<file path="src/design/rpar_pkg.sv">
// types and constants shared by the response packet ack/retry checker
// no dependencies; imported by every module of the block
`default_nettype none

package rpar_pkg;

  // configuration register indexes
  localparam logic [1:0] REG_ACK_CODE    = 2'd0;
  localparam logic [1:0] REG_NACK_CODE   = 2'd1;
  localparam logic [1:0] REG_RETRY_LIMIT = 2'd2;

  localparam logic [7:0] ACK_CODE_RESET    = 8'h00;
  localparam logic [7:0] NACK_CODE_RESET   = 8'hff;
  localparam logic [3:0] RETRY_LIMIT_RESET = 4'd3;

  // echoed error codes in byte 2
  localparam logic [7:0] CODE_CHECKSUM = 8'h00;
  localparam logic [7:0] CODE_SIZE     = 8'h01;
  localparam logic [7:0] CODE_DEVINFO  = 8'h02;
  localparam logic [7:0] CODE_MISMATCH = 8'h03;
  localparam logic [7:0] CODE_TIMEOUT  = 8'h04;

  localparam logic [7:0] MIN_LENGTH = 8'd3;
  localparam logic [7:0] POS_MAX    = 8'hff;

  // outcome codes
  localparam logic [2:0] OUT_OK       = 3'd0;
  localparam logic [2:0] OUT_RESEND   = 3'd1;
  localparam logic [2:0] OUT_CHECKSUM = 3'd2;
  localparam logic [2:0] OUT_SIZE     = 3'd3;
  localparam logic [2:0] OUT_TIMEOUT  = 3'd4;
  localparam logic [2:0] OUT_DEVINFO  = 3'd5;
  localparam logic [2:0] OUT_MISMATCH = 3'd6;
  localparam logic [2:0] OUT_COMM_ERR = 3'd7;

  typedef struct packed {
    logic [7:0] ack_code;
    logic [7:0] nack_code;
    logic [3:0] retry_limit;
  } cfg_t;

  typedef struct packed {
    logic [7:0] rx_byte;
    logic       last_byte;
    logic [7:0] sent_command;
  } item_t;

  typedef struct packed {
    logic [2:0] outcome;
    logic [3:0] attempt;
  } result_t;

endpackage

`default_nettype wire

</file>
<file path="src/design/rpar_core.sv">
// packet parse state, running checksum, attempt counter and outcome decode
// depends on rpar_pkg
`default_nettype none

module rpar_core (
  input  wire logic             clk,
  input  wire logic             rst,
  input  wire rpar_pkg::cfg_t   cfg,
  input  wire logic             item_valid,
  input  wire rpar_pkg::item_t  item,
  input  wire logic             item_take,
  output logic                  res_valid,
  output rpar_pkg::result_t     res
);
  import rpar_pkg::*;

  logic [7:0] byte_position;
  logic [7:0] packet_length;
  logic [7:0] packet_type;
  logic [7:0] code_byte;
  logic [7:0] running_sum;
  logic       checksum_good;
  logic [3:0] attempt_count;

  logic [7:0] byte_position_next;
  logic [7:0] packet_length_next;
  logic [7:0] packet_type_next;
  logic [7:0] code_byte_next;
  logic [7:0] running_sum_next;
  logic       checksum_good_next;
  logic [3:0] attempt_count_next;

  logic [7:0] chk_pos;
  logic [4:0] att_inc;
  logic       final_outcome;
  logic [2:0] outcome;

  assign chk_pos = packet_length - 8'd1;
  assign att_inc = {1'b0, attempt_count} + 5'd1;

  // field capture and checksum
  always_comb begin
    packet_length_next = packet_length;
    packet_type_next   = packet_type;
    code_byte_next     = code_byte;
    running_sum_next   = running_sum;
    checksum_good_next = checksum_good;
    if (byte_position == 8'd0) begin
      packet_length_next = item.rx_byte;
      packet_type_next   = 8'd0;
      code_byte_next     = 8'd0;
      running_sum_next   = item.rx_byte;
      checksum_good_next = 1'b0;
    end else begin
      if (byte_position == 8'd1) begin
        packet_type_next = item.rx_byte;
      end else if (byte_position == 8'd2) begin
        code_byte_next = item.rx_byte;
      end
      if (packet_length >= MIN_LENGTH) begin
        if (byte_position < chk_pos) begin
          running_sum_next = running_sum + item.rx_byte;
        end else if (byte_position == chk_pos) begin
          checksum_good_next = ((8'd0 - running_sum) == item.rx_byte);
        end
      end
    end
  end

  // outcome decode on the last byte
  always_comb begin
    final_outcome = 1'b1;
    if (packet_type_next != cfg.ack_code && packet_type_next != cfg.nack_code) begin
      outcome = OUT_COMM_ERR;
    end else if (packet_type_next == cfg.ack_code && code_byte_next == item.sent_command
                 && checksum_good_next) begin
      outcome = OUT_OK;
    end else if (code_byte_next inside {CODE_CHECKSUM, CODE_SIZE, CODE_TIMEOUT}) begin
      if (att_inc >= {1'b0, cfg.retry_limit}) begin
        case (code_byte_next)
          CODE_CHECKSUM: outcome = OUT_CHECKSUM;
          CODE_SIZE:     outcome = OUT_SIZE;
          default:       outcome = OUT_TIMEOUT;
        endcase
      end else begin
        outcome       = OUT_RESEND;
        final_outcome = 1'b0;
      end
    end else if (code_byte_next == CODE_DEVINFO) begin
      outcome = OUT_DEVINFO;
    end else if (code_byte_next == CODE_MISMATCH) begin
      outcome = OUT_MISMATCH;
    end else begin
      outcome = OUT_COMM_ERR;
    end
  end

  always_comb begin
    if (item.last_byte) begin
      byte_position_next = 8'd0;
      attempt_count_next = final_outcome ? 4'd0 : att_inc[3:0];
    end else begin
      byte_position_next = (byte_position < POS_MAX) ? byte_position + 8'd1 : byte_position;
      attempt_count_next = attempt_count;
    end
  end

  assign res_valid   = item_valid && item.last_byte;
  assign res.outcome = outcome;
  assign res.attempt = attempt_count;

  always_ff @(posedge clk) begin
    if (rst) begin
      byte_position <= 8'd0;
      packet_length <= 8'd0;
      packet_type   <= 8'd0;
      code_byte     <= 8'd0;
      running_sum   <= 8'd0;
      checksum_good <= 1'b0;
      attempt_count <= 4'd0;
    end else if (item_take) begin
      byte_position <= byte_position_next;
      packet_length <= packet_length_next;
      packet_type   <= packet_type_next;
      code_byte     <= code_byte_next;
      running_sum   <= running_sum_next;
      checksum_good <= checksum_good_next;
      attempt_count <= attempt_count_next;
    end
  end

endmodule

`default_nettype wire

</file>
<file path="config.mk">
export PLATFORM = sky130hd
export DESIGN_NAME = rpar_core
export DESIGN_NICKNAME = d
export VERILOG_FILES = /design/src/design/rpar_pkg.sv /design/src/design/rpar_core.sv
export SDC_FILE = /design/constraint.sdc
export NUM_CORES = 1
export LEC_CHECK = 0
export BUFFER_PORTS_ARGS = -buffer_cell sky130_fd_sc_hd__buf_2
export CORE_MARGIN = 2
export CORE_UTILIZATION = 60
export CTS_BUF_LIST = sky130_fd_sc_hd__clkbuf_4
export DETAILED_ROUTE_END_ITERATION = 12
export PLACE_DENSITY = 0.91
export SLEW_MARGIN = 5
export SYNTH_ARGS = -nofsm -noshare
export SYNTH_HDL_FRONTEND = slang
export SYNTH_SLANG_ARGS = --single-unit
</file>
<file path="constraint.sdc">
create_clock -name clk -period 6.98 [get_ports clk]
set_input_delay 1.745 -clock clk [delete_from_list [all_inputs] [get_ports clk]]
set_output_delay 1.745 -clock clk [all_outputs]
set_load 0.005 [all_outputs]
</file>
## Word-level counts from Yosys, hierarchy flattened

Index checks and enable logic that the tools add are counted.

| operators by class | value |
|---|---|
| multiplexer cells | 26 |
| reductions and logical operators | 14 |
| equal/unequal tests | 12 |
| order comparisons | 4 |
| add/subtract/negate cells | 5 |

Operator list:

| operator | count |
|---|---|
| $mux 8 | 10 |
| $eq 8x8->1 | 4 |
| $eq 8x2->1 const B | 3 |
| $eq 8x1->1 const B | 2 |
| $logic_not 8->1 | 2 |
| $ne 8x8->1 | 2 |
| $mux 3 | 4 |
| $mux 1 | 9 |
| $add 8x1->8 const B | 1 |
| $add 8x8->8 | 1 |
| $eq 8x3->1 const B | 1 |
| $ge 8x2->1 const B | 1 |
| $lt 8x8->1 | 1 |
| $lt 8x8->1 const B | 1 |
| $sub 1x8->8 const A | 1 |
| $sub 8x1->8 const B | 1 |
| $pmux 3 s2 | 1 |
| $reduce_and 2->1 | 3 |
| $reduce_bool 2->1 | 3 |
| $add 4x1->5 const B | 1 |
| $ge 5x4->1 | 1 |
| $logic_and 1x1->1 | 4 |
| $mux 4 | 1 |
| $reduce_and 3->1 | 1 |
| other kinds (2) | 2 |

| word-level totals | value |
|---|---|
| bits of input ports | 41 |
| bits in registers | 45 |
| output and inout port bits | 8 |
| logic and storage cells | 68 |

## Logic depth before layout (Yosys ltp)

| logic depth | value |
|---|---|
| depth in word-level cells | 10 |
| mapped depth | 16 |
| depth with buffers taken out | 14 |

## Worst setup path after synthesis

Ideal clock, no wire load.

| path | value |
|---|---|
| kind | input -> output |
| start | input port item[16] in the netlist's numbering |
| end | output port res[5] in the netlist's numbering |
| arrival | 3,723 ps |
| path slack | 1,512 ps |
| buffers on the path | 1 |
| required time | 5,235 ps |
| stages on the path | 8 |
| cell sequence | clkbuf_1 -> xor2_1 -> or4b_2 -> o221ai_1 -> a21oi_1 -> o31ai_1 -> nand4_1 -> a21bo_1 |

RTL lines:

| item | RTL line | RTL |
|---|---|---|
| from (decl) | rpar_core.sv:10 | `input wire rpar_pkg::item_t item,` |
| to (decl) | rpar_core.sv:13 | `output rpar_pkg::result_t res` |

==> out/qor.csv <==
stage;metric;value;unit
run_status;status;completed;
global_routing;grt-ovfl-total;0;
floorplan;pin_count;49;
synth;synth_top_area_cell;dfxtp_1;
finish;final_cell_count_no_fill;572;
floorplan;dieArea;6710;um^2
sta;period_share;0.843;
synth;synth_cell_types;61;
floorplan;die-height;81.9;um
critical_path;crit_arrival;4.14;ns
synth;syn-instance-count;465;
sta;hold_viol;0;
synth;synth_edf_count;0;
detailed_routing;wire_per_inst;15.9;um
critical_path;worst_path_largest_cell_delay;0.63;ns
sta;finClkSkew;0.0176;ns
finish;multi_input_area;2550;um^2
sta;finalSetupTns;0;ns
sta;slew-limit-headroom;0.236;
finish;area_delta_synth_final;7.56;%
finish;final_cell_area;3920;um^2
detailed_routing;viasPerCell;6.31;
critical_path;rr_endpoint;running_sum[7]$_SDFFE_PP0P_;
clocking;cts_setup_buffers;0;
finish;ff_latch_area;901;um^2
clocking;clockRootBuffer;clkbuf_4;
synth;yosys-top-cells-count;nand2_1, nor2_1, dfxtp_1;
min_path;whs_path_depth;2;
finish;final_net_count;565;
critical_path;crit_slowest_cell;or4b_2;
detailed_routing;drc_errors;0;
min_path;hp-class;flip-flop to flip-flop;
sta;worst_pin_slew;1.14;ns
sta;fin_crit;5.88;ns
floorplan;start_util;0.619;
detailed_routing;drt_iter0_drc;324;
floorplan;die_w;81.9;um
critical_path;reg2reg_from;packet_length[3]$_SDFFE_PP0P_;
power_and_ir_drop;ir_drop;105;uV
critical_path;path_common_cell;buf_2;
detailed_routing;vias;3611;
synth;yosys_most_used_dff;dfxtp_1;
synth;synth_top_area_share;0.247;
clocking;clk_latency;0.37;ns
placed_design;gp_congestion;0.881;
critical_path;startpoint;item[16];
critical_path;cp.required;5.24;ns
critical_path;critPathKind;primary input to primary output;
synth;avgSynthCellArea;7.83;um^2
global_routing;grt_pass1_wl;14500;um
global_routing;grt_max_degree;43;
flow_run;drv_cap;0;
synth;ys_top_cells_by_area;dfxtp_1, ha_1, xnor2_1;
critical_path;crit_end;res[5];
critical_path;end_kind;primary output;
synth;synthesis.area;3640;um^2
placed_design;portBuffers;48;
finish;drive_gt1_frac;0.165;
detailed_routing;drt-total-wl;9100;um
critical_path;path_cells;buf_2 -> xor2_1 -> or4b_2 -> o221ai_1 -> a21oi_1 -> o31ai_1 -> nand4_1 -> a21bo_1 -> buf_2;
critical_path;path_max_fanout;9;
clocking;numCtsBuffers;5;
global_routing;grt_pass1_vias;3278;
finish;nFillCells;478;
synth;synthArstFlopShare;0;
placed_design;place_inst;564;
power_and_ir_drop;power.total;0.000582;W
power_and_ir_drop;power_leakage;1.69;nW
power_and_ir_drop;powerDensity;149;nW/um^2
clocking;hold_buffers;0;
placed_design;placed_area;3860;um^2
critical_path;rrSetupSlack;3.35;ns
sta;setup_viol;0;
placed_design;dp_hpwl;6620;um
global_routing;antenna_found_initial;0;
synth;synth_fp_nets;534;
finish;final_core_util;0.665;
floorplan;core_area;5890;um^2
detailed_routing;detail-route-antenna-nets;0;
clocking;cts_resized;0;
global_routing;grt_usage;0.273;
clocking;cts_max_path_buffers;2;
synth;yosysMostFrequentCell;nand2_1;
finish;antenna_cells;0;
critical_path;start_kind;primary input;
floorplan;rows;28;
synth;ys_ff_latch;45;
sta;clock.fmax;170;MHz
synth;yosys_warnings;0;
clocking;clk_pin_slew_worst_paths;0.13;ns
sta;slew_viol_final;0;
clocking;cts_tree;built;
critical_path;rr_worst_depth;12;
sta;rsz0062_at_grt;false;
synth;ys_seq_area_frac;0.247;
clocking;h-tree-depth;2;
detailed_routing;first_pass_iters;5;
clocking;cts_num_sinks;45;
metal layers:
metal	GRT usage	wire length, um	vias up
met3	0.0462	718	31
li1	-	-	1743
met5	0	0	-
met4	0.103	227	0
met2	0.465	4340	182
met1	0.345	3810	1655
through the flow:
step | hold slack (ns) | setup WS [ns]
global route | 0.529 | 0.964
global placement | 0.468 | 1.26
detailed placement | 0.473 | 1.19
floorplan | 0.452 | 1.51
CTS | 0.496 | 1.13
finish | 0.494 | 1.10
worst min path at each step:
stage	start	end	slack [ns]
final	packet_length[5]$_SDFFE_PP0P_	packet_length[5]$_SDFFE_PP0P_	0.49
after global routing	packet_length[7]$_SDFFE_PP0P_	packet_length[7]$_SDFFE_PP0P_	0.53
after CTS	packet_length[5]$_SDFFE_PP0P_	packet_length[5]$_SDFFE_PP0P_	0.50
after detailed placement	packet_type[3]$_SDFFE_PP0P_	packet_type[3]$_SDFFE_PP0P_	0.47
after global placement	packet_length[5]$_SDFFE_PP0P_	packet_length[5]$_SDFFE_PP0P_	0.47
after floorplan	packet_length[5]$_SDFFE_PP0P_	packet_length[5]$_SDFFE_PP0P_	0.45
where the power goes:
group / total (W) / internal, W / switching (W) / leakage, nW
Combinational: 0.000169 / 0.0000728 / 0.0000963 / 1.29
Sequential: 0.000282 / 0.000268 / 0.0000135 / 0.368
Clock: 0.000131 / 0.0000384 / 0.0000925 / 0.0326
cell usage in the layout, fill, tap and decap left out, types with 4 or more instances in the layout:
master,count
nand2_1,51
a211oi_1,13
nor2_1,46
and3_1,8
nand2b_1,5
nor3b_1,4
ha_1,27
buf_2,48
inv_1,21
o21ai_0,7
dfxtp_1,45
nor2b_1,6
nor4b_1,6
a21oi_1,43
o31ai_2,6
clkbuf_4,5
xnor2_1,29
nand4_1,5
o31ai_1,6
nor4_1,7
a22oi_1,6
a32oi_1,6
nand3_1,23
a21o_1,4
nor3_1,6
xor2_1,9
area by class of cell:
cell class              instances  share of cell area
clock inverters                 3             0.00447
multi-input cells             375               0.650
inverters                      21              0.0201
well taps                      75              0.0240
repair buffers                 48              0.0613
flip-flops and latches         45               0.230
clock buffers                   5             0.00958
worst max-delay path, delay by kind of cell:
kind                   cells  cell delay (ns)
buffers and inverters      2             0.28
XOR/XNOR                   1             0.19
AO/OA/AOI/OAI              4             1.04
AND/OR/NAND/NOR            2             0.89
sequential cells by signal, summed over array words and instances (netlist names):
name / flops
running_sum: 8
byte_position: 8
packet_type: 8
packet_length: 8
checksum_good: 1
code_byte: 8
attempt_count: 4
kinds of logic after synthesis:
group	after synthesis	share of synthesized area
compound gates	116	0.227
xor+xnor	38	0.0914
fa+ha+maj	28	0.0983
buf+inv	45	0.0529
flops	45	0.247
mux	4	0.0113
simple gates	189	0.272
Note: power is estimated with default switching activity, not from simulation.
